[src/rtl/btpl_ram.sv]
// Generic single-port synchronous RAM with a registered read port.
// Self-contained; used for the trie node memory.
module btpl_ram #(
    parameter int WIDTH = 8,
    parameter int DEPTH = 64
) (
    input  logic                     clk,
    input  logic                     rd_en,
    input  logic                     wr_en,
    input  logic [$clog2(DEPTH)-1:0] addr,
    input  logic [WIDTH-1:0]         wdata,
    output logic [WIDTH-1:0]         rdata
);

    logic [WIDTH-1:0] mem [DEPTH];
    logic [WIDTH-1:0] rdata_reg;

    always_ff @(posedge clk)
    begin
        if (wr_en)
        begin
            mem[addr] <= wdata;
        end
        if (rd_en)
        begin
            rdata_reg <= mem[addr];
        end
    end

    assign rdata = rdata_reg;

endmodule

[config.mk]
export PLATFORM = sky130hd
export DESIGN_NAME = btpl_ram
export DESIGN_NICKNAME = d
export VERILOG_FILES = /design/src/rtl/btpl_ram.sv
export SDC_FILE = /design/constraint.sdc
export NUM_CORES = 1
export LEC_CHECK = 0
export ABC_CLOCK_PERIOD_IN_PS = 5750
export BUFFER_PORTS_ARGS = -buffer_cell sky130_fd_sc_hd__buf_2
export CORE_MARGIN = 4
export CORE_UTILIZATION = 55
export CTS_CLUSTER_DIAMETER = 30
export DETAILED_ROUTE_END_ITERATION = 10
export PLACE_DENSITY = 0.71
export RECOVER_POWER = 50
export SETUP_SLACK_MARGIN = 0.2
export SYNTH_ARGS = -nofsm -noshare
export SYNTH_HDL_FRONTEND = slang
export SYNTH_SLANG_ARGS = --single-unit
[constraint.sdc]
create_clock -name clk -period 5.75 [get_ports clk]
set_input_delay 0.8625 -clock clk [delete_from_list [all_inputs] [get_ports clk]]
set_output_delay 0.8625 -clock clk [all_outputs]
set_load 0.01 [all_outputs]
==> key figures, run 1 <==
Clock tree
  – Clk sinks: 520
  – H-tree depth: 3
  – Clk_lat worst skew: 0.61 ns
  – CTS buffer count: 93
  – Clk slew on worst S/H paths: 0.06 ns
  – Hold Buf Count CTS: 0
  – Post-CTS Resized: 0
  – Clock Tree Buf Depth: 3
  – Post-CTS Setup Inserts: 0
  – Clock tree from TritonCTS: built
  – Clock Root Buffer: clkbuf_16

Synthesis
  – Async SR Flop Fraction: 0
  – Sequential share of the synthesized area: 0.761
  – Post-Syn Nets: 1188
  – Commonest cells post-synth: edfxtp_1 (520), nor2_1 (82), mux2i_1 (63), nand2_1 (45), mux4_2 (41)
  – Post-Synthesis Cell Area: 20500 um2
  – Synth Area per Inst: 17.5 um2
  – Cells after Synth: 1171
  – Most frequent cell after synthesis: edfxtp_1
  – Post-synth EDFFs: 520
  – Ys Warns: 0
  – Top-area cell type share of the netlist area: 0.761
  – Largest area contributor in the netlist: edfxtp_1
  – Synthesis-stage register bit count: 520
  – Cell variety after synth: 55
  – Top cells by area, synth: edfxtp_1 (76%), mux4_2 (4.5%), mux2i_1 (3.1%)
  – Top FF cell, synth: edfxtp_1

Worst hold path
  – Hold WC Path Type: flip-flop to flip-flop
  – Hold path cells: 3

Cells and area
  – Fill cells: 2403
  – Post-layout util: 0.661
  – Post-route cell area: 24300 um2
  – Max reg flops: 512
  – Final std cells w/o fill: 1778
  – Fraction of layout cells with a size suffix above 1: 0.191
  – Layout area overhead: 18.2%
  – # nets final: 1252
  – N_diodes: 0

Setup path
  – Max incr delay on CP: 0.64 ns
  – CP arrival: 4.04 ns
  – Crit path depth: 7
  – Worst EP required: 6.09 ns
  – Critical Path, Cell by Cell: buf_6 -> buf_12 -> mux2i_1 -> a211oi_1 -> o31ai_1 -> o221ai_1 -> or4_1
  – Startpoint types: input port
  – FF-to-FF path depth: 5
  – Worst path top cell family by delay: compound AO/OA/AOI/OAI gates
  – CP Class: input port to flip-flop
  – Worst Setup End Kind: flip-flop
  – CP max FO: 79
  – WP buf/inv: 2
  – CP max-delay cell: o31ai_1

Place
  – Port bufs: 24
  – Routability cong.: 0.948
  – DP Wirelength: 29.9 mm
  – Placed Cells: 1608
  – Placed cell area: 21100 um2

Timing
  – Final hold violations: 0
  – Final setup skew: 0.0253 ns
  – Final Max Tran Viols: 520
  – # setup viols final: 0
  – Fmax achieved: 270 MHz
  – Minimum clock period after layout: 3.70 ns
  – Tcrit/Tclk final: 0.644
  – RSZ-0062 raised after global routing: false
  – TNS Setup: 0 ns
  – Slew headroom: -1.21
  – Slew @ Worst Pin: 3.31 ns

Route
  – Drt wl/cell: 29.5 um
  – Remaining DRCs: 0
  – DRT Pass-1 Iters: 6
  – Routed Antenna Nets: 0
  – Final wirelength: 52.5 mm
  – Via count: 11830
  – Starting DRC count in detailed routing: 1715
  – Vias per Instance: 6.65

Floorplanning
  – Starting density of the core: 0.559
  – Num ports: 25
  – Die height: 201 um
  – Area of the core: 36700 um2
  – DIE WIDTH: 201 um
  – Core Rows: 70
  – Die ar.: 40500 um2

GRT
  – Total grt overflow: 0
  – Initial antenna violation count: 0
  – Pin count of the biggest net entering global routing: 80
  – First-pass GRT wire length: 78.1 mm
  – GRT Overall Usage: 0.258
  – Vias in the first global route: 11809

Status
  – Status: complete, but fails checks
  – Violated checks: capacitance limit, slew limit

Job
  – Max cap viols: 8

Pwr
  – Peak VDD IR: 0.000315 V
  – Power per cell area: 422 nW/um2
  – Leakage: 7.95 nW
power by group:
group          total (W)  switching [W]  internal (W)
combinational   0.000416       0.000291      0.000125
clock            0.00558        0.00188       0.00370
sequential       0.00424      0.0000126       0.00422
total             0.0102        0.00218       0.00805
through the flow:
step | setup WS (ns) | power (W) | hold slack, ns
6_report | 2.05 | 0.0102 | 0.723
4_1_cts | 2.19 | 0.0103 | 0.636
3_5_place_dp | 1.55 | 0.00471 | 0.718
3_3_place_gp | 1.54 | 0.00470 | 0.712
5_1_grt | 1.87 | 0.0105 | 0.767
2_1_floorplan | 2.79 | 0.00452 | 0.639
per-layer routing:
layer,global-route usage,part of all wire,vias up,wire (um)
li1,-,-,4930,-
met4,0.0950,0.035,0,1860
met3,0.0577,0.10,136,5420
met2,0.396,0.47,761,24800
met1,0.371,0.39,6003,20400
met5,0,0,-,0
cell usage in the layout (no fill, tap or decap), drive strengths merged, types with 9 or more instances in the layout:
| master | instances |
|---|---|
| nand2 | 45 |
| o21ai | 11 |
| mux2 | 12 |
| clkinv | 30 |
| o22ai | 22 |
| clkbuf | 115 |
| a22o | 10 |
| o22a | 11 |
| mux2i | 63 |
| mux4 | 41 |
| nor2 | 82 |
| and3 | 9 |
| nand3b | 12 |
| edfxtp | 520 |
| bufinv | 15 |
| and2 | 10 |
| buf | 37 |
| a221o | 11 |
| o221ai | 9 |
| a221oi | 21 |
| clkinvlp | 14 |
| a21oi | 28 |
| inv | 12 |
| a22oi | 40 |
| a31oi | 15 |
| nand2b | 24 |
tightest hold or removal path, delay by kind of cell (launching register included):
kind,cells,cell delay [ns]
flip-flops,1,0.32
AO/OA/AOI/OAI,2,0.21
AND/OR/NAND/NOR,1,0.09
kinds of logic (layout without fill, tap and decap cells):
logic type             after synthesis  in the layout  synth area share
multiplexers                       116            116            0.0823
buffers and inverters               84            223            0.0197
flip-flops                         520            520             0.761
AND/OR/NAND/NOR                    229            229            0.0569
AO/OA/AOI/OAI                      222            222            0.0804
path summary, 6_finish.rpt:
check / from / slack (ns) / end
setup / recovery: addr[2] / 2.05 / rdata[6]
hold / removal: mem[3][2] / 0.72 / rdata[2]
setup reg to reg: mem[21][6] / 3.21 / rdata[6]
hold reg to reg: mem[3][2] / 0.72 / rdata[2]
layout make-up:
cell class / instances / area [um2] / area share
Clock buffer: 102 / 2400 / 0.0991
Clock inverter: 68 / 828 / 0.0341
Inverter: 3 / 11.3 / 0.000464
Multi-Input combinational cell: 567 / 4510 / 0.186
Sequential cell: 520 / 15600 / 0.644
Tap cell: 468 / 586 / 0.0241
Timing Repair Buffer: 50 / 303 / 0.0125
Note: power is estimated with default switching activity, not from simulation.
==> run 2: changes to the inputs <==
- ABC_CLOCK_PERIOD_IN_PS: 5750 -> 3300
- PLACE_DENSITY: 0.71 -> 0.74
- clock period: 5.75 -> 3.3 ns (I/O delays scaled with it)
==> run 2 against run 1 <==
Largest power group unchanged; cell count up 6.1%; utilization up 1.8 points; first-iteration DRC count up 2.0%; combinational power up 85%; clock skew up 0.0011 ns; sequential cell count unchanged; hold slack worse by 0.37 ns; non-clock buffer count up 105; register-to-register slack worse by 2.3 ns; critical path type unchanged; the run still ends with capacitance limit, slew limit left.
==> key figures, run 2 (synthesis results as in run 1) <==
Route
  – Vias per Instance: 6.55 (-1.5%)
  – Final wirelength: 54.3 mm (+3.5%)
  – Remaining DRCs: 0 (unchanged)
  – Starting DRC count in detailed routing: 1750 (+2.0%)
  – Routed Antenna Nets: 0 (unchanged)
  – Via count: 12356 (+4.4%)
  – Drt wl/cell: 28.8 um (-2.4%)
  – DRT Pass-1 Iters: 7 (+1)

Floorplanning
  – Die height: 201 um (unchanged)
  – Num ports: 25 (unchanged)
  – Die ar.: 40500 um2 (unchanged)
  – DIE WIDTH: 201 um (unchanged)
  – Area of the core: 36700 um2 (unchanged)
  – Core Rows: 70 (unchanged)
  – Starting density of the core: 0.559 (unchanged)

Place
  – Port bufs: 24 (unchanged)
  – Placed Cells: 1713 (+6.5%)
  – Setup WS pre-CTS: 0.244 ns (-1.31 ns)
  – Routability cong.: 0.898 (-5.2%)
  – DP Wirelength: 32.8 mm (+9.7%)

Timing
  – Setup ws final: 0.695 ns (-1.35 ns)
  – Minimum clock period after layout: 2.60 ns
  – Slew @ Worst Pin: 2.94 ns (-0.372 ns)
  – Final Max Tran Viols: 240 (-54%)
  – # setup viols final: 0 (unchanged)
  – Tcrit/Tclk final: 0.789
  – Final hold violations: 0 (unchanged)
  – RSZ-0062 raised after global routing: false
  – Slew headroom: -0.959 (+0.248)
  – Fmax achieved: 384 MHz
  – TNS Setup: 0 ns (unchanged)
  – Final setup skew: 0.0264 ns (+0.00108 ns)

Job
  – Max cap viols: 5 (-3)

Setup path
  – CP max FO: 64 (-19%)
  – CP max-delay cell: clkbuf_1
  – Max incr delay on CP: 2.04 ns (+1.40 ns)
  – Worst path top cell family by delay: buffers and inverters
  – WP buf/inv: 1 (-1)
  – CP arrival: 2.58 ns (-1.46 ns)
  – CP Class: input port to flip-flop
  – Startpoint types: input port
  – Critical Path, Cell by Cell: clkbuf_1
  – Worst Setup End Kind: flip-flop
  – Worst EP required: 3.27 ns (-2.82 ns)

Cells and area
  – Most common cell after layout, fill and taps aside: edfxtp_1
  – FF+latch area: 15600 um2 (unchanged)
  – Final std cells w/o fill: 1886 (+6.1%)
  – Max reg flops: 512 (unchanged)
  – N_diodes: 0 (unchanged)
  – Area of the multi-input gates: 4510 um2 (unchanged)
  – Fill cells: 2237 (-6.9%)
  – Fraction of layout cells with a size suffix above 1: 0.246 (+0.0553)
  – Most frequent cells in the layout: edfxtp_1 (520), buf_4 (121), clkbuf_16 (94), nor2_1 (81), mux2i_1 (63)
  – Layout area overhead: 21.4%
  – # nets final: 1357 (+8.4%)

Pwr
  – Leakage: 8.44 nW (+6.2%)
  – Power per cell area: 693 nW/um2 (+64%)
  – Peak VDD IR: 0.000423 V (+34%)

GRT
  – GRT Overall Usage: 0.267 (+0.00843)
  – First-pass GRT wire length: 80.6 mm (+3.3%)
  – Initial antenna violation count: 2 (+2)
  – Pin count of the biggest net entering global routing: 65 (-19%)
  – Vias in the first global route: 12621 (+6.9%)
  – Total grt overflow: 0 (unchanged)

Clock tree
  – Clk_lat worst skew: 0.62 ns (about the same)
  – CTS buffer count: 93 (unchanged)
  – Clk sinks: 520 (unchanged)
  – Clock Tree Buf Depth: 3 (unchanged)
  – Clk slew on worst S/H paths: 0.05 ns (about the same)
  – Clock Root Buffer: clkbuf_16
  – H-tree depth: 3 (unchanged)
  – Post-CTS Setup Inserts: 0 (unchanged)
  – Post-CTS Resized: 0 (unchanged)
  – Clock tree from TritonCTS: built
  – Hold Buf Count CTS: 0 (unchanged)

Worst hold path
  – Hold WC Path Type: input port to flip-flop

Status
  – Status: complete, but fails checks
  – Violated checks: capacitance limit, slew limit
[run 2: cell count changes in the layout (fill, tap and decap cells not counted)]
cell,before,now
clkinvlp_4,14,11
clkinv_1,7,14
clkbuf_1,20,21
buf_12,1,4
dlymetal6s4s_1,0,1
clkinv_16,0,1
clkbuf_16,95,94
clkbuf_2,0,3
clkinv_2,13,18
buf_4,19,121
inv_16,0,1
buf_2,16,10
bufinv_16,15,7
clkinv_4,8,10
[run 2: metrics by stage]
stage	cell area, um2	power (W)	util	hold WS (ns)
4_1_cts	25000	0.0173	0.680	0.222
3_3_place_gp	21900	0.00823	0.597	0.705
3_5_place_dp	21900	0.00824	0.597	0.720
5_1_grt	24900	0.0177	0.679	0.347
6_report	24900	0.0173	0.679	0.353
2_1_floorplan	20500	0.00788	-	0.594
[run 2: power by group]
group | internal (W) | switching, W
logic | 0.000254 | 0.000515
registers | 0.00735 | 0.0000226
clock network | 0.00581 | 0.00332
total | 0.0134 | 0.00386
[run 2: path summary, 6_finish.rpt]
check             startpoint         end  slack (ns)  depth (start not counted)
setup / recovery    wdata[6]  mem[47][6]        0.70                          1
setup reg to reg  mem[48][1]    rdata[1]        0.94                          6
hold / removal      wdata[0]  mem[16][0]        0.35                          1
hold reg to reg    mem[3][4]    rdata[4]        0.75                          3
[run 2: final cells by class]
class | count | area share
multi-input combinational | 567 | 0.181
sequential | 520 | 0.627
clock inverter | 73 | 0.0275
clock buffer | 100 | 0.0953
timing repair buffer | 155 | 0.0455
inverter | 3 | 0.000452
tap | 468 | 0.0235
[run 2: routing by layer]
layer	share of wire	wire length [um]	GRT usage	up-vias
met5	0.00026	14	0	-
met4	0.038	2070	0.106	4
met3	0.12	6340	0.0730	157
met2	0.48	26100	0.425	843
met1	0.36	19800	0.355	6200
li1	-	-	-	5152
[run 2: worst reg2reg max path, cell delays in order (launching register included)]
cell	delay, ns
edfxtp_1	0.39
mux4_2	0.47
mux2i_1	0.34
o22a_1	0.18
o311ai_0	0.13
buf_4	0.19
or4_1	0.39
