File: config.mk
export PLATFORM = sky130hd
export DESIGN_NAME = btpl_result
export DESIGN_NICKNAME = d
export VERILOG_FILES = /design/src/rtl/btpl_pkg.sv /design/src/rtl/btpl_result.sv
export SDC_FILE = /design/constraint.sdc
export NUM_CORES = 1
export LEC_CHECK = 0
export BUFFER_PORTS_ARGS = -buffer_cell sky130_fd_sc_hd__buf_2
export CAP_MARGIN = 20
export CORE_MARGIN = 10
export CORE_UTILIZATION = 40
export CTS_CLUSTER_SIZE = 20
export DETAILED_ROUTE_END_ITERATION = 6
export GPL_TIMING_DRIVEN = 0
export PLACE_DENSITY = 0.83
export RECOVER_POWER = 25
export SYNTH_ARGS = -nofsm -noshare
export SYNTH_HDL_FRONTEND = slang
export SYNTH_SLANG_ARGS = --single-unit
File: constraint.sdc
create_clock -name clk -period 1.5 [get_ports clk]
set_input_delay 0.075 -clock clk [delete_from_list [all_inputs] [get_ports clk]]
set_output_delay 0.075 -clock clk [all_outputs]
set_load 0.02 [all_outputs]
File: src/rtl/btpl_pkg.sv
// Package for the binary trie prefix lookup block: transfer payload types,
// operation codes, sequencer states and fixed field widths.
// Depends on nothing; every other file of the block but btpl_ram imports it.
package btpl_pkg;

    // Fixed field widths of the request and response items.
    localparam int ADDR_W = 32;
    localparam int HOP_W = 32;
    localparam int PORT_W = 8;
    localparam int OP_W = 2;

    // Width of the level counter, which runs from ADDR_W down to zero.
    localparam int LVL_W = $clog2(ADDR_W + 1);

    // Default size of the node pool, root included.
    localparam int NODE_COUNT_DEF = 1024;

    typedef enum logic [OP_W-1:0] {
        OP_INSERT = 2'd0,
        OP_LOOKUP = 2'd1,
        OP_CLEAR  = 2'd2
    } op_t;

    typedef enum logic [1:0] {
        ST_IDLE,
        ST_STEP,
        ST_ALLOC,
        ST_RESP
    } state_t;

    typedef struct packed {
        logic [OP_W-1:0]   op;
        logic [ADDR_W-1:0] address;
        logic [ADDR_W-1:0] prefix_mask;
        logic [HOP_W-1:0]  hop_in;
        logic [PORT_W-1:0] port_in;
    } req_item_t;

    typedef struct packed {
        logic              found;
        logic [HOP_W-1:0]  hop_out;
        logic [PORT_W-1:0] port_out;
        logic              pool_full;
    } rsp_item_t;

endpackage

File: src/rtl/btpl_result.sv
// Response output register: holds one finished result until it is taken,
// so the sequencer can start the next item meanwhile. Depends on btpl_pkg.
module btpl_result (
    input  logic                clk,
    input  logic                rst_n,
    input  logic                push_valid,
    output logic                push_ready,
    input  btpl_pkg::rsp_item_t push_data,
    output logic                rsp_valid,
    input  logic                rsp_ready,
    output btpl_pkg::rsp_item_t rsp
);

    import btpl_pkg::*;

    logic      valid_reg, valid_next;
    rsp_item_t data_reg;

    assign push_ready = !valid_reg || rsp_ready;

    always_comb
    begin
        valid_next = valid_reg;
        if (push_valid && push_ready)
        begin
            valid_next = 1'b1;
        end
        else if (rsp_ready)
        begin
            valid_next = 1'b0;
        end
    end

    always_ff @(posedge clk or negedge rst_n)
    begin
        if (!rst_n)
        begin
            valid_reg <= 1'b0;
        end
        else
        begin
            valid_reg <= valid_next;
        end
    end

    always_ff @(posedge clk)
    begin
        if (push_valid && push_ready)
        begin
            data_reg <= push_data;
        end
    end

    assign rsp_valid = valid_reg;
    assign rsp       = data_reg;

endmodule

==> flow_metrics.env, run 1 <==
export IMPL_status="completed"
export IMPL_io_buffers=89
export IMPL_fillCellCount=190
export IMPL_drcViolationCount=0
export IMPL_slowest_delay_ps=490
export IMPL_io_pins=90
export IMPL_synth_distinct_cells=5
export IMPL_antenna_found_initial=0
export IMPL_hold_viol=0
export IMPL_cp_max_fo=42
export IMPL_vias=1029
export IMPL_hp_class="in2reg"
export IMPL_synth_cell_area_sq_mm=0.00132
export IMPL_path_clk_slew_ps=110
export IMPL_rsz0062_at_grt="no"
export IMPL_rr_startpoint="rsp_valid$_DFFE_PN0P_"
export IMPL_track_usage_pct=15.2
export IMPL_maxSlewViolCount=0
export IMPL_fin_cells=230
export IMPL_worst_clock_skew_ps=15.4
export IMPL_die_h_um=77.3
export IMPL_fmax_mhz=714
export IMPL_cap_violations=0
export IMPL_area_growth_pct=77.1
export IMPL_power_leakage_nw=0.991
export IMPL_critPathKind="reg2reg"
export IMPL_ys_seq_area_share_pct=97.8
export IMPL_wirelength_mm=4.44
export IMPL_cp_start_kind="flop"
export IMPL_path_buf_inv=0
export IMPL_grt_max_degree=43
export IMPL_synth_cells=46
export IMPL_cpMaxStageDelayCell="and2_4"
export IMPL_die_area_sq_mm=0.00598
export IMPL_drt_iter0_markers=42
export IMPL_p_per_area_mw_per_mm2=1050
export IMPL_synth_area_per_cell_sq_um=28.6
export IMPL_start_util_pct=42.4
export IMPL_worstSkewPairLatency_ps=340
export IMPL_wl_per_cell_um=19.3
export IMPL_cts_tree="yes"
export IMPL_crit_path_start="rsp_valid$_DFFE_PN0P_"
export IMPL_holdCritStartpoint="rsp_ready"
export IMPL_grt_pass1_wl_mm=6.62
export IMPL_dp_cells=179
export IMPL_holdWs_ps=45.6
export IMPL_grt_pass1_vias=1199
export IMPL_final_nets=232
export IMPL_synth_fp_nets=92
export IMPL_ys_ff_latch=43
export IMPL_htreeDepth=2
export IMPL_cts_buffers=5
export IMPL_cts_root_buf="clkbuf_4"
export IMPL_cp_arrival_ps=1380
export IMPL_required_ps=1480
export IMPL_drive_gt1_share_pct=51.6
export IMPL_slew_headroom_pct=64.5
export IMPL_tns_ps=0
export IMPL_antenna_cells=0
export IMPL_drtAntennaViolNets=0
export IMPL_ys_warn_count=0
export IMPL_period_needed_ps=1400
export IMPL_dieWidth_um=77.3
export IMPL_grt_overflow=0
export IMPL_gp_congestion=0.680
export IMPL_core_sq_mm=0.00310
export IMPL_num_rows=20
export IMPL_setup_viol=0
export IMPL_critical_path_top_delay_family="simple AND/OR/NAND/NOR gates"
export IMPL_viasPerCell=4.47
export IMPL_drtPass1Iterations=4
export IMPL_cts_sinks=43
export IMPL_clockBufferDepth=2
export IMPL_worst_slew_pin_slew_ps=533
export IMPL_crit_chain="nand2b_4 > and2_4"
export IMPL_max_vdd_ir_drop_mv=0.908
export IMPL_finalCritPeriodShare_pct=93.3
export IMPL_end_kind="flop"
## Yosys cell counts
library cell  number  share of area, %
and2_4             1              0.67
dfrtp_1            1               1.9
edfxtp_1          42                96
nand2b_1           1              0.48
nand2b_4           1               1.0
## routing by layer
metal	global-route usage, %	vias to the layer above	wire (um)
met5	0	-	0
met3	9.79	6	565
met4	6.75	0	79
met2	25.8	73	2340
met1	14.0	489	1460
li1	-	461	-
## registers in the layout, indices dropped and copies added, names as in the netlist
signal / flops
rsp_valid: 1
rsp: 42
## cell families after synthesis
logic type       share of synthesized area [%]
AND/OR/NAND/NOR                           2.19
flip-flops                                97.8
## timing repair
| item | in CTS | in global routing |
|---|---|---|
| buffers inserted | 0 | 0 |
| setup endpoints to repair | 0 | 0 |
| resized for setup | 0 | 0 |
| hold buffers | 44 | 0 |
| hold endpoints to repair | 44 | 0 |
## metrics by stage
step                worst slack (ps)  total power, mW  cell area, sq um  util, %
finish                          99.9             2.44              2330     75.0
global route                    46.9             2.54              2330     75.0
CTS                              105             2.45              2330     75.1
detailed placement               130             1.69              1820     58.5
global placement                 175             1.68              1820     58.5
floorplan                        122             1.56              1320        -
## final timing paths
kind | to | slack (ps) | cells after the start
max in group asynchronous | rsp_valid$_DFFE_PN0P_ | 1320 | 2
max reg2reg | rsp[26]$_DFFE_PP_ | 100 | 2
min reg2reg | rsp_valid$_DFFE_PN0P_ | 630 | 2
min | rsp_valid$_DFFE_PN0P_ | 50 | 3
max | rsp[26]$_DFFE_PP_ | 100 | 2
min in group asynchronous | rsp_valid$_DFFE_PN0P_ | 70 | 2
## final cells by class
type	instances	area, sq um	share of cell area (%)
flip-flops and latches	43	1290	55.2
repair buffers	133	883	37.9
well taps	44	55.1	2.36
clock buffers	5	37.5	1.61
clock inverters	2	37.5	1.61
multi-input cells	3	28.8	1.24
## report_power, final
part	switching (mW)	leakage (nW)	internal (mW)
logic	0.181	0.543	0.162
clock network	0.340	0.0373	0.342
registers	0.0191	0.411	1.40
## tightest hold or removal path: stages
cell and delay [ps]:
buf_2 80, nand2b_4 120, nand2b_1 60
## layout by cell type, fill, tap and decap left out
| cell type | n |
|---|---|
| and2_4 | 1 |
| buf_2 | 87 |
| bufinv_16 | 1 |
| clkbuf_1 | 2 |
| clkbuf_4 | 5 |
| clkinvlp_4 | 1 |
| dfrtp_1 | 1 |
| dlygate4sd3_1 | 44 |
| edfxtp_1 | 42 |
| nand2b_1 | 1 |
| nand2b_4 | 1 |
Note: power is estimated with default switching activity, not from simulation.
==> run 2, diff against run 1 <==
--- a/config.mk
+++ b/config.mk
@@ -6,7 +6,6 @@
 export NUM_CORES = 1
 export LEC_CHECK = 0
 export BUFFER_PORTS_ARGS = -buffer_cell sky130_fd_sc_hd__buf_2
-export CAP_MARGIN = 20
 export CORE_MARGIN = 10
 export CORE_UTILIZATION = 40
 export CTS_CLUSTER_SIZE = 20
==> constraint.sdc (replaced) <==
create_clock -name clk -period 1.5 [get_ports clk]
set_input_delay 0.3 -clock clk [delete_from_list [all_inputs] [get_ports clk]]
set_output_delay 0.3 -clock clk [all_outputs]
set_load 0.02 [all_outputs]
==> run 2 against run 1 <==
Effect of this change: via count shrank 20%; wire length shrank 27%; clock skew shrank 6.0 ps; critical path type unchanged; largest cell class unchanged; largest power group unchanged.
==> flow_metrics.env, run 2 (synthesis gave the netlist of run 1 again) <==
export IMPL_die_h_um=77.3
export IMPL_path_clk_slew_ps=120
export IMPL_io_pins=90
export IMPL_grt_overflow=0
export IMPL_cp_arrival_ps=1370
export IMPL_start_util_pct=42.4
export IMPL_hold_viol=0
export IMPL_worst_slew_pin_slew_ps=536
export IMPL_status="completed"
export IMPL_tns_ps=0
export IMPL_wirelength_mm=3.24
export IMPL_grt_use_met3_pct=8.29
export IMPL_cts_buffers=5
export IMPL_drive_gt1_share_pct=68.5
export IMPL_crit_chain="nand2b_4 > and2_4"
export IMPL_p_per_area_mw_per_mm2=1230
export IMPL_fin_util_pct=61.3
export IMPL_worstHoldPathCells=1
export IMPL_rsz0062_at_grt="no"
export IMPL_cts_tree="yes"
export IMPL_clockBufferDepth=2
export IMPL_vias=819
export IMPL_path_buf_inv=0
export IMPL_design_area_sq_mm=0.00190
export IMPL_finalCritPeriodShare_pct=92.7
export IMPL_grt_pass1_wl_mm=5.06
export IMPL_final_nets=189
export IMPL_drtPass1Iterations=3
export IMPL_seqCellArea_sq_mm=0.00129
export IMPL_antenna_found_initial=0
export IMPL_cp_start_kind="flop"
export IMPL_grt_pass1_vias=981
export IMPL_holdWs_ps=123
export IMPL_rr_startpoint="rsp_valid$_DFFE_PN0P_"
export IMPL_ff2ff_path_depth=2
export IMPL_slowest_delay_ps=500
export IMPL_cts_sinks=43
export IMPL_drcViolationCount=0
export IMPL_drt_iter0_markers=25
export IMPL_viasPerCell=4.38
export IMPL_max_vdd_ir_drop_mv=0.833
export IMPL_fillCellCount=255
export IMPL_gp_congestion=0.680
export IMPL_critical_path_top_delay_family="simple AND/OR/NAND/NOR gates"
export IMPL_htreeDepth=2
export IMPL_io_buffers=89
export IMPL_period_needed_ps=1390
export IMPL_cp_max_fo=42
export IMPL_largest_register_ffs=42
export IMPL_grt_max_degree=43
export IMPL_die_area_sq_mm=0.00598
export IMPL_holdCritStartpoint="push_data[7]"
export IMPL_track_usage_pct=11.1
export IMPL_met1_usage_pct=9.65
export IMPL_placed_area_sq_mm=0.00182
export IMPL_slew_headroom_pct=64.3
export IMPL_rrSetupSlack_ps=110
export IMPL_worst_clock_skew_ps=9.36
export IMPL_maxSlewViolCount=0
export IMPL_fmax_mhz=719
export IMPL_setup_viol=0
export IMPL_dieWidth_um=77.3
export IMPL_end_kind="flop"
export IMPL_critPathKind="reg2reg"
export IMPL_multi_input_area_sq_um=28.8
export IMPL_core_sq_mm=0.00310
export IMPL_top_usage_layer="met2"
export IMPL_antenna_cells=0
export IMPL_power_leakage_nw=0.817
export IMPL_hold_path_end="rsp[7]$_DFFE_PP_"
export IMPL_num_rows=20
export IMPL_area_growth_pct=44.5
export IMPL_drtAntennaViolNets=0
export IMPL_grt_use_met2_pct=18.0
export IMPL_cts_root_buf="clkbuf_4"
export IMPL_worstSkewPairLatency_ps=340
export IMPL_layout_common_cells="buf_2, edfxtp_1, clkbuf_4"
export IMPL_wl_per_cell_um=17.3
export IMPL_required_ps=1480
export IMPL_hp_class="in2reg"
export IMPL_cpMaxStageDelayCell="and2_4"
export IMPL_reg2reg_to="rsp[41]$_DFFE_PP_"
export IMPL_layout_commonest_cell="buf_2"
export IMPL_cap_violations=0
## run 2: final cells by class
cell class                 instances  area share [%]
clock inverter                     2            1.97
multi-input combinational          3            1.51
clock buffer                       5            1.97
tap                               44            2.90
sequential                        43            67.7
timing repair buffer              90            24.0
## run 2: layer usage
| layer | wire length [um] | up-vias |
|---|---|---|
| met5 | 0 | - |
| met4 | 78 | 0 |
| met3 | 522 | 8 |
| met2 | 1580 | 60 |
| met1 | 1060 | 374 |
| li1 | - | 377 |
## run 2: repair_timing
action	4_1_cts	5_1_grt
hold buffers	1	0
buffers inserted	0	0
endpoints found under the hold margin	1	0
resized for setup	0	0
## run 2: worst max path at each step
stage	from	to	cells after the start
after floorplan	rsp_valid$_DFFE_PN0P_	rsp[0]$_DFFE_PP_	2
after global placement	rsp_ready	rsp[34]$_DFFE_PP_	3
after detailed placement	rsp_ready	rsp[2]$_DFFE_PP_	3
after CTS	rsp_valid$_DFFE_PN0P_	rsp[2]$_DFFE_PP_	2
after global routing	rsp_valid$_DFFE_PN0P_	rsp[2]$_DFFE_PP_	2
final	rsp_valid$_DFFE_PN0P_	rsp[41]$_DFFE_PP_	2
## run 2: worst register-to-register path, stage by stage, from the launching register on
cell and delay [ps]:
dfrtp_1 440, nand2b_4 90, and2_4 500
## run 2: through the flow
stage / instances / worst slack [ps] / total power [mW]
CTS: 187 / 105 / 2.36
detailed placement: 179 / 107 / 1.69
floorplan: 46 / 122 / 1.56
global placement: 179 / 152 / 1.68
global route: 187 / 43.6 / 2.43
finish: 187 / 109 / 2.34
## run 2: power breakdown
part / internal, mW / total, mW / leakage (nW) / switching, mW
clock: 0.342 / 0.682 / 0.0373 / 0.340
sequential: 1.40 / 1.41 / 0.411 / 0.0150
combinational: 0.0892 / 0.245 / 0.369 / 0.156
