`src/rtl/btpl_pkg.sv`:
```
// Package for the binary trie prefix lookup block: transfer payload types,
// operation codes, sequencer states and fixed field widths.
// Depends on nothing; every other file of the block but btpl_ram imports it.
package btpl_pkg;

    // Fixed field widths of the request and response items.
    localparam int ADDR_W = 32;
    localparam int HOP_W = 32;
    localparam int PORT_W = 8;
    localparam int OP_W = 2;

    // Width of the level counter, which runs from ADDR_W down to zero.
    localparam int LVL_W = $clog2(ADDR_W + 1);

    // Default size of the node pool, root included.
    localparam int NODE_COUNT_DEF = 1024;

    typedef enum logic [OP_W-1:0] {
        OP_INSERT = 2'd0,
        OP_LOOKUP = 2'd1,
        OP_CLEAR  = 2'd2
    } op_t;

    typedef enum logic [1:0] {
        ST_IDLE,
        ST_STEP,
        ST_ALLOC,
        ST_RESP
    } state_t;

    typedef struct packed {
        logic [OP_W-1:0]   op;
        logic [ADDR_W-1:0] address;
        logic [ADDR_W-1:0] prefix_mask;
        logic [HOP_W-1:0]  hop_in;
        logic [PORT_W-1:0] port_in;
    } req_item_t;

    typedef struct packed {
        logic              found;
        logic [HOP_W-1:0]  hop_out;
        logic [PORT_W-1:0] port_out;
        logic              pool_full;
    } rsp_item_t;

endpackage

```
`src/rtl/btpl_walk.sv`:
```
// Trie walk sequencer: root node and allocator in flip-flops; walks the node
// memory one level per cycle outside allocation steps. Depends on btpl_pkg.
module btpl_walk #(
    parameter int NODE_COUNT = btpl_pkg::NODE_COUNT_DEF
) (
    input  logic                                              clk,
    input  logic                                              rst_n,
    input  logic                                              req_valid,
    output logic                                              req_ready,
    input  btpl_pkg::req_item_t                               req,
    output logic                                              push_valid,
    input  logic                                              push_ready,
    output btpl_pkg::rsp_item_t                               push_data,
    output logic                                              ram_rd_en,
    output logic                                              ram_wr_en,
    output logic [$clog2(NODE_COUNT)-1:0]                     ram_addr,
    output logic [2*$clog2(NODE_COUNT)+btpl_pkg::HOP_W+btpl_pkg::PORT_W:0] ram_wdata,
    input  logic [2*$clog2(NODE_COUNT)+btpl_pkg::HOP_W+btpl_pkg::PORT_W:0] ram_rdata
);

    import btpl_pkg::*;

    localparam int IDX_W = $clog2(NODE_COUNT);
    localparam int CNT_W = $clog2(NODE_COUNT + 1);

    typedef struct packed {
        logic [IDX_W-1:0]  kid1;
        logic [IDX_W-1:0]  kid0;
        logic              valid;
        logic [HOP_W-1:0]  hop;
        logic [PORT_W-1:0] port;
    } node_t;

    state_t            state_reg, state_next;
    node_t             root_reg, root_next;
    logic [CNT_W-1:0]  next_free_reg, next_free_next;

    logic [OP_W-1:0]   op_reg, op_next;
    logic [ADDR_W-1:0] addr_reg, addr_next;
    logic [ADDR_W-1:0] mask_reg, mask_next;
    logic [HOP_W-1:0]  hop_reg, hop_next;
    logic [PORT_W-1:0] port_reg, port_next;
    logic [LVL_W-1:0]  lvl_reg, lvl_next;
    logic [IDX_W-1:0]  cur_reg, cur_next;
    logic [IDX_W-1:0]  alloc_reg, alloc_next;
    logic              from_ram_reg, from_ram_next;
    node_t             node_reg, node_next;
    logic              found_reg, found_next;
    logic [HOP_W-1:0]  best_hop_reg, best_hop_next;
    logic [PORT_W-1:0] best_port_reg, best_port_next;
    logic              pool_full_reg, pool_full_next;

    node_t             cur_data;
    node_t             upd_node;
    logic              bit_b;
    logic [IDX_W-1:0]  nxt_idx;
    logic              walk_done;

    // The current node comes from the memory read issued last cycle, or from
    // the local copy (root, or a node that was just created empty).
    assign cur_data  = from_ram_reg ? node_t'(ram_rdata) : node_reg;
    assign bit_b     = addr_reg[ADDR_W-1];
    assign nxt_idx   = bit_b ? cur_data.kid1 : cur_data.kid0;
    assign walk_done = (lvl_reg == '0);

    always_ff @(posedge clk or negedge rst_n)
    begin
        if (!rst_n)
        begin
            state_reg     <= ST_IDLE;
            root_reg      <= '0;
            next_free_reg <= CNT_W'(1);
        end
        else
        begin
            state_reg     <= state_next;
            root_reg      <= root_next;
            next_free_reg <= next_free_next;
        end
    end

    always_ff @(posedge clk)
    begin
        op_reg        <= op_next;
        addr_reg      <= addr_next;
        mask_reg      <= mask_next;
        hop_reg       <= hop_next;
        port_reg      <= port_next;
        lvl_reg       <= lvl_next;
        cur_reg       <= cur_next;
        alloc_reg     <= alloc_next;
        from_ram_reg  <= from_ram_next;
        node_reg      <= node_next;
        found_reg     <= found_next;
        best_hop_reg  <= best_hop_next;
        best_port_reg <= best_port_next;
        pool_full_reg <= pool_full_next;
    end

    always_comb
    begin
        state_next     = state_reg;
        root_next      = root_reg;
        next_free_next = next_free_reg;
        op_next        = op_reg;
        addr_next      = addr_reg;
        mask_next      = mask_reg;
        hop_next       = hop_reg;
        port_next      = port_reg;
        lvl_next       = lvl_reg;
        cur_next       = cur_reg;
        alloc_next     = alloc_reg;
        from_ram_next  = from_ram_reg;
        node_next      = node_reg;
        found_next     = found_reg;
        best_hop_next  = best_hop_reg;
        best_port_next = best_port_reg;
        pool_full_next = pool_full_reg;

        req_ready  = 1'b0;
        push_valid = 1'b0;
        ram_rd_en  = 1'b0;
        ram_wr_en  = 1'b0;
        ram_addr   = cur_reg;
        ram_wdata  = '0;

        upd_node = cur_data;
        if (bit_b)
        begin
            upd_node.kid1 = next_free_reg[IDX_W-1:0];
        end
        else
        begin
            upd_node.kid0 = next_free_reg[IDX_W-1:0];
        end

        case (state_reg)
            ST_IDLE:
            begin
                req_ready = 1'b1;
                if (req_valid)
                begin
                    op_next        = req.op;
                    addr_next      = req.address;
                    mask_next      = req.prefix_mask;
                    hop_next       = req.hop_in;
                    port_next      = req.port_in;
                    lvl_next       = LVL_W'(ADDR_W);
                    cur_next       = '0;
                    from_ram_next  = 1'b0;
                    node_next      = root_reg;
                    found_next     = 1'b0;
                    best_hop_next  = '0;
                    best_port_next = '0;
                    pool_full_next = 1'b0;
                    case (req.op)
                        OP_INSERT,
                        OP_LOOKUP:
                        begin
                            state_next = ST_STEP;
                        end
                        OP_CLEAR:
                        begin
                            root_next      = '0;
                            next_free_next = CNT_W'(1);
                            state_next     = ST_RESP;
                        end
                        default:
                        begin
                            state_next = ST_RESP;
                        end
                    endcase
                end
            end

            ST_STEP:
            begin
                case (op_reg)
                    OP_INSERT:
                    begin
                        if (walk_done || !mask_reg[ADDR_W-1])
                        begin
                            upd_node       = cur_data;
                            upd_node.valid = 1'b1;
                            upd_node.hop   = hop_reg;
                            upd_node.port  = port_reg;
                            if (cur_reg == '0)
                            begin
                                root_next = upd_node;
                            end
                            else
                            begin
                                ram_wr_en = 1'b1;
                                ram_wdata = upd_node;
                            end
                            state_next = ST_RESP;
                        end
                        else if (nxt_idx != '0)
                        begin
                            ram_rd_en     = 1'b1;
                            ram_addr      = nxt_idx;
                            cur_next      = nxt_idx;
                            from_ram_next = 1'b1;
                            addr_next     = {addr_reg[ADDR_W-2:0], 1'b0};
                            mask_next     = {mask_reg[ADDR_W-2:0], 1'b0};
                            lvl_next      = lvl_reg - LVL_W'(1);
                        end
                        else if (next_free_reg >= CNT_W'(NODE_COUNT))
                        begin
                            pool_full_next = 1'b1;
                            state_next     = ST_RESP;
                        end
                        else
                        begin
                            // Link the new child into the current node now;
                            // the child itself is written empty next cycle.
                            if (cur_reg == '0)
                            begin
                                root_next = upd_node;
                            end
                            else
                            begin
                                ram_wr_en = 1'b1;
                                ram_wdata = upd_node;
                            end
                            alloc_next     = next_free_reg[IDX_W-1:0];
                            next_free_next = next_free_reg + CNT_W'(1);
                            state_next     = ST_ALLOC;
                        end
                    end

                    OP_LOOKUP:
                    begin
                        if (cur_data.valid)
                        begin
                            found_next     = 1'b1;
                            best_hop_next  = cur_data.hop;
                            best_port_next = cur_data.port;
                        end
                        if (walk_done || (nxt_idx == '0))
                        begin
                            state_next = ST_RESP;
                        end
                        else
                        begin
                            ram_rd_en     = 1'b1;
                            ram_addr      = nxt_idx;
                            cur_next      = nxt_idx;
                            from_ram_next = 1'b1;
                            addr_next     = {addr_reg[ADDR_W-2:0], 1'b0};
                            lvl_next      = lvl_reg - LVL_W'(1);
                        end
                    end

                    default:
                    begin
                        state_next = ST_RESP;
                    end
                endcase
            end

            ST_ALLOC:
            begin
                ram_wr_en     = 1'b1;
                ram_addr      = alloc_reg;
                ram_wdata     = '0;
                cur_next      = alloc_reg;
                node_next     = '0;
                from_ram_next = 1'b0;
                addr_next     = {addr_reg[ADDR_W-2:0], 1'b0};
                mask_next     = {mask_reg[ADDR_W-2:0], 1'b0};
                lvl_next      = lvl_reg - LVL_W'(1);
                state_next    = ST_STEP;
            end

            ST_RESP:
            begin
                push_valid = 1'b1;
                if (push_ready)
                begin
                    state_next = ST_IDLE;
                end
            end

            default:
            begin
                state_next = ST_IDLE;
            end
        endcase
    end

    assign push_data = '{
        found:     found_reg,
        hop_out:   best_hop_reg,
        port_out:  best_port_reg,
        pool_full: pool_full_reg
    };

endmodule

```
`config.mk`:
```
export PLATFORM = sky130hd
export DESIGN_NAME = btpl_walk
export DESIGN_NICKNAME = d
export VERILOG_FILES = /design/src/rtl/btpl_pkg.sv /design/src/rtl/btpl_walk.sv
export SDC_FILE = /design/constraint.sdc
export NUM_CORES = 1
export LEC_CHECK = 0
export BUFFER_PORTS_ARGS = -buffer_cell sky130_fd_sc_hd__buf_2
export CORE_UTILIZATION = 55
export DETAILED_ROUTE_END_ITERATION = 10
export PLACE_DENSITY = 0.8
export SLEW_MARGIN = 20
export SYNTH_ARGS = -nofsm -noshare
export SYNTH_HDL_FRONTEND = slang
export SYNTH_SLANG_ARGS = --single-unit
```
`constraint.sdc`:
```
create_clock -name clk -period 7.2 [get_ports clk]
set_input_delay 1.8 -clock clk [delete_from_list [all_inputs] [get_ports clk]]
set_output_delay 1.8 -clock clk [all_outputs]
set_load 0.01 [all_outputs]
```
==> run metrics, run 1 <==
fill count=approximately 1900; Crit. End Element=output pin; final net count=between 1500 and 2000; Syn Area/Cell=12.5 sq um; Hold WC Path Type=reg2reg; adder-cell share of the synthesized area=0.608%; total power=8.71 mW; CTS sink count=310; Crit path buffers/inverters=3; crit path kind=in2out; Worst setup SP type=primary input; post-synthesis register bit count=310; row count=58; vias in the first global route=10356; first-pass GRT wire length=57000 microns; HPWL Detailed=24700 microns; largest family of logic cells by synthesized area=multiplexers; max-slew violations=0; post-synthesis simple-gate area fraction=9.32%; min cycle time layout=6.47 ns; number of synthesized flops with an enable pin=236; CP max-delay cell=or4_1; max-cap violation count=0; synthesized area=roughly 0.014 sq mm; chip height=about 160 microns; CTS resizes=0; I/O Buffers=between 200 and 300; WL/cell=20.9 microns; final setup vio count=0; Peak VDD IR=293 uV; crit share post-route=89.9%; post-synthesis compound-gate area fraction=7.69%; DR vias=roughly 10000; FFs w/ async S/R, synth=23.9%; layout cell share with drive strength beyond 1=31.1%; Worst-Skew Late Latency=0.50 ns; IO Pins=288; core area=roughly 0.025 sq mm; die area=~0.027 sq mm; Initial Util=56.7%; Multi-input gate area=0.00484 sq mm; most used cell, CP=buf_2; RePlAce Congestion=0.941; die width=164 microns; xor/xnor share of the synthesized area=0.122%; Rel. slew slack=19.6%; Cell variety after synth=61; synth warn=0; Routed WL=37300 microns; most frequent cells in the layout=buf_2 (286), edfxtp_1 (236), nor2_1 (184); RSZ-0062 raised after global routing=no; static leakage power=around 7.1 nW; setup TNS=0 ns; register area=0.00894 sq mm; power per cell area=504 mW/mm^2; status=complete, no violations; FMAX=154 MHz; via/cell ratio=5.89; CTS buffer count=34; main flop type after synthesis=edfxtp_1; worst-path cell chain=buf_2, mux4_2, or4_1, o41ai_1, nand3_2, buf_12, nor2_1, buf_2; Net Count, Synth=1334; Hold Fails Final Rpt=0; clock root buffer=clkbuf_16; Tightest Pin Transition=1.20 ns; commonest non-fill, non-tap cell in the layout=buf_2; Starting DRT DRC Count=901; Max clock buf depth=3; Tot GR Track Use=27.9%; register area share after synthesis=62.1%; Arr. time, crit path=around 4.7 ns; Crit path max-delay family=simple AND/OR/NAND/NOR gates; CTS tree=yes; initial antenna violation count=5; Worst path max stage delay=0.69 ns; post-CTS setup buffers=0; grt ovf=0; Req. time, crit path=approximately 5.4 ns; Worst-path clk slew=0.06 ns; Routed Antenna Nets=0; Area Growth Syn to Fin=20.0%; hold buffers post-CTS=0; drt drc=0; drt pass-1 iters=5; Worst Skew=0.0144 ns; H-tree depth=2; worst-path fanout max=52; mux cell area share after synthesis=between 15 and 20%; largest net degree at the start of global routing=72; Post-Synthesis Cells=1156
==> metal layers <==
| layer | track usage, % | share of wire (%) | vias up |
|---|---|---|---|
| met1 | 36.1 | 39 | 5078 |
| met4 | 10.5 | 2.8 | 2 |
| met3 | 5.00 | 8.3 | 82 |
| met2 | 46.8 | 50 | 564 |
| li1 | - | - | 4768 |
| met5 | 0 | 0.029 | - |
==> path summary, 6_finish.rpt <==
check                                           end                      from  depth (start not counted)  slack (ns)
setup / recovery                       ram_wdata[1]             ram_rdata[60]                          8        0.73
hold / removal             root_reg[58]$_DFFE_PN0P_  root_reg[58]$_DFFE_PN0P_                          2        0.52
setup reg to reg           root_reg[45]$_DFFE_PN0P_    from_ram_reg$_DFFE_PP_                          7        2.64
hold reg to reg            root_reg[58]$_DFFE_PN0P_  root_reg[58]$_DFFE_PN0P_                          2        0.52
max in group asynchronous  root_reg[45]$_DFFE_PN0P_                     rst_n                          2        4.94
min in group asynchronous  root_reg[11]$_DFFE_PN0P_                     rst_n                          1        1.09
==> cells in the mapped netlist, types with 3 or more instances <==
cell type  count  area (sq um)
edfxtp_1     236          7090
nor2_1       186           698
mux2i_1      125          1250
inv_1         85           319
dfrtp_1       73          1830
mux2_2        64           721
clkbuf_1      57           214
nand2_1       42           158
o22ai_1       40           250
a21oi_1       30           150
o211ai_1      26           195
nand3_1       17          85.1
o31ai_1       11          82.6
mux4_2        10           225
nor3_1        10          50.1
or4_1         10          75.1
buf_1          8          30.0
buf_6          8          90.1
nor4_1         8          50.1
and3_1         7          43.8
ha_1           7          87.6
o21ai_0        7          35.0
o21ai_1        6          30.0
o41ai_1        5          43.8
or3_1          5          31.3
a21o_1         4          30.0
a22oi_1        4          30.0
a31oi_1        4          25.0
nand4_1        4          25.0
nor2b_1        4          25.0
o21a_1         4          30.0
o221ai_1       4          35.0
buf_4          3          22.5
o32ai_1        3          26.3
or2_1          3          18.8
or2_2          3          18.8
==> tightest hold or removal path, delay by kind of cell, from the launching register on <==
| kind | cells | cell delay [ns] |
|---|---|---|
| muxes | 1 | 0.11 |
| buffers and inverters | 1 | 0.05 |
| DFF | 1 | 0.32 |
==> logic make-up (layout without fill, tap and decap cells) <==
kind of cell | after synthesis | count (layout)
buffers and inverters | 166 | 458
xor gates and xnor gates | 2 | 2
other | 0 | 4
DFF | 310 | 310
AOI/OAI and AO/OA | 164 | 164
and+or+nand+nor | 307 | 307
muxes | 200 | 200
adders and majority gates | 7 | 7
==> through the flow <==
stage               utilization (%)  area [sq um]  setup WS, ns  hold WS, ns  std cells
global placement               63.6         16100         0.820        0.496       1717
detailed placement             63.6         16100         0.691        0.507       1717
CTS                            68.0         17300         0.702        0.520       1778
finish                         68.0         17300         0.726        0.516       1782
global route                   68.0         17300         0.550        0.535       1781
floorplan                         -         14400          1.34        0.423       1156
==> power breakdown <==
part	internal [mW]	switching (mW)	total, mW	leakage (nW)
Sequential	3.10	0.371	3.48	3.16
Clock	1.04	0.691	1.73	0.541
Combinational	1.31	2.19	3.50	3.39
Total	5.46	3.25	8.71	7.08
==> cell type report <==
type / instances / area share (%)
sequential: 310 / 51.7
multi-input combinational: 680 / 28.0
timing repair buffer: 309 / 9.43
clock buffer: 47 / 5.56
tap: 330 / 2.39
inverter: 88 / 1.91
clock inverter: 14 / 0.869
antenna: 4 / 0.0579
Power figures use the tool's default switching activity.
==> run 2: changes to the inputs <==
Settings changed: ABC_AREA from default to 1.
==> run metrics, run 2 <==
final setup vio count=0; number of synthesized flops with an enable pin=236; Worst Skew=0.0108 ns; clock power share=18.9%; pre-CTS setup slack=1.17 ns; Tightest Pin Transition=slightly above 1 ns; post-synthesis register bit count=310; post-route cell area=between 0.015 and 0.02 sq mm; WL/cell=17.1 microns; CTS resizes=0; Area Growth Syn to Fin=18.5%; synthesized area=0.0142 sq mm; RSZ-0062 raised after global routing=no; drt pass-1 iters=5; Starting DRT DRC Count=1089; Worst path max stage delay=roughly 0.75 ns; via/cell ratio=approximately 5.5; most used cell, CP=nand2_1; worst-path fanout max=60; CTS tree=yes; CP max-delay cell=clkinv_2; drt drc=0; grt ovf=0; Internal=5.09 mW; Peak VDD IR=~290 uV; top-count cell post-synth=nand2_1; HPWL Detailed=23700 microns; Routed WL=36100 microns; static leakage power=between 7 and 8 nW; Hold Fails Final Rpt=0; RePlAce Congestion=~0.93; DR vias=11582; Req. time, crit path=5.40 ns; min cycle time layout=6.53 ns; row count=58; I/O Buffers=287; layout cell share with drive strength beyond 1=22.2%; post-route core utilization=66.8%; FFs w/ async S/R, synth=23.9%; post-CTS setup buffers=0; main flop type after synthesis=edfxtp_1; Yosys top cell area share=49.8%; first-pass GRT wire length=56100 microns; chip height=163 microns; status=complete, no violations; vias in the first global route=11169; worst-path cell chain=buf_2, nand2_1, nand3_1, nand2_1, nand2_1, nor2_2, nand3_4, o21ai_2, nand2_1, nor2_1, clkinv_2, nor2_1, buf_2; Net Switching=3.59 mW; FMAX=153 MHz; Post-Synthesis Cells=1507; crit path kind=in2out; commonest non-fill, non-tap cell in the layout=nand2_1; Seq pwr share=39.2%; max-slew violations=0; Worst-Skew Late Latency=0.56 ns; Sw Share=41.4%; Routed Antenna Nets=0; core area=roughly 0.025 sq mm; crit share post-route=90.6%; largest net degree at the start of global routing=89; setup TNS=0 ns; synth top area cells=edfxtp_1 (50%), dfrtp_1 (13%), nand2_1 (9.5%); Net Count, Synth=1685; Arr. time, crit path=between 4 and 5 ns; H-tree depth=1; Tot GR Track Use=between 20% and 30%; R2R Setup Slk=2.86 ns; synth warn=0; Syn Area/Cell=roughly 9.4 sq um; Cell variety after synth=39; total power=8.68 mW; Initial Util=56.3%; Rel. slew slack=31.2%; Hold WC Path Type=reg2reg; Max clock buf depth=3; top cells by count, synth=nand2_1 (359), nor2_1 (286), edfxtp_1 (236), inv_1 (113); register area share after synthesis=62.8%; max-cap violation count=0; CTS buffer count=31; Crit. End Element=output pin; die width=163 microns; Worst setup SP type=primary input; Worst-path clk slew=~0.060 ns; final net count=1929; IO Pins=288; area of placed instances=0.0158 sq mm; most frequent cells in the layout=nand2_1 (359), nor2_1 (286), buf_2 (286); hold buffers post-CTS=0; largest area contributor in the synthesized netlist=edfxtp_1; clock root buffer=clkbuf_16; initial antenna violation count=4; worst setup margin=a little under 0.7 ns; power per cell area=515 mW/mm^2; CTS sink count=310; Logic pwr share=41.8%; die area=roughly 0.027 sq mm
==> run 2: final timing paths <==
check	depth (start not counted)	start	to
min in group asynchronous	1	rst_n	root_reg[35]$_DFFE_PN0P_
setup / recovery	13	ram_rdata[52]	ram_wdata[49]
hold / removal	2	root_reg[32]$_DFFE_PN0P_	root_reg[32]$_DFFE_PN0P_
setup reg to reg	9	state_reg[1]$_DFFE_PN0P_	root_reg[55]$_DFFE_PN0P_
max in group asynchronous	2	rst_n	next_free_reg[0]$_DFFE_PN1P_
hold reg to reg	2	root_reg[32]$_DFFE_PN0P_	root_reg[32]$_DFFE_PN0P_
==> run 2: through the flow <==
stage          hold slack [ns]  cells
6_report                 0.514   2110
5_1_grt                  0.537   2110
4_1_cts                  0.519   2105
3_5_place_dp             0.505   2047
3_3_place_gp             0.497   2047
2_1_floorplan            0.483   1507
==> run 2: final cells by class <==
| class | count | area, sq um |
|---|---|---|
| flip-flops and latches | 310 | 8940 |
| fillers | 1984 | 8390 |
| multi-input cells | 987 | 4450 |
| repair buffers | 301 | 1560 |
| clock buffers | 37 | 808 |
| inverters | 120 | 452 |
| well taps | 330 | 413 |
| clock inverters | 21 | 225 |
| diodes | 4 | 10.0 |
==> run 2: critical path: cells and delay by family <==
family	cells	cell delay (ns)
simple gates	9	1.60
buf+inv	3	1.05
compound gates	1	0.24
==> run 2: cells by family (layout without fill, tap and decap cells) <==
logic type	count (synthesis)	count (layout)	share of synthesized area, %
buffers and inverters	210	479	6.15
adder cells (fa/ha/maj)	7	7	0.616
flip-flops	310	310	62.8
AO/OA/AOI/OAI	227	227	9.15
AND/OR/NAND/NOR	747	747	20.9
multiplexers	1	1	0.0704
XOR/XNOR	5	5	0.308
other	0	4	0
==> run 2: routing by layer <==
metal	part of all wire, %	GRT usage [%]
met1	40	35.6
met2	49	45.7
met3	7.8	4.10
met4	2.9	9.39
met5	0	0
==> run 2: power groups by stage <==
stage	sequential (mW)	combinational (mW)	clock, mW
after floorplan	3.46	2.51	0
after global placement	3.40	3.49	0
after detailed placement	3.44	3.61	0
after CTS	3.41	3.64	1.66
after global routing	3.49	4.05	1.73
final	3.41	3.63	1.64
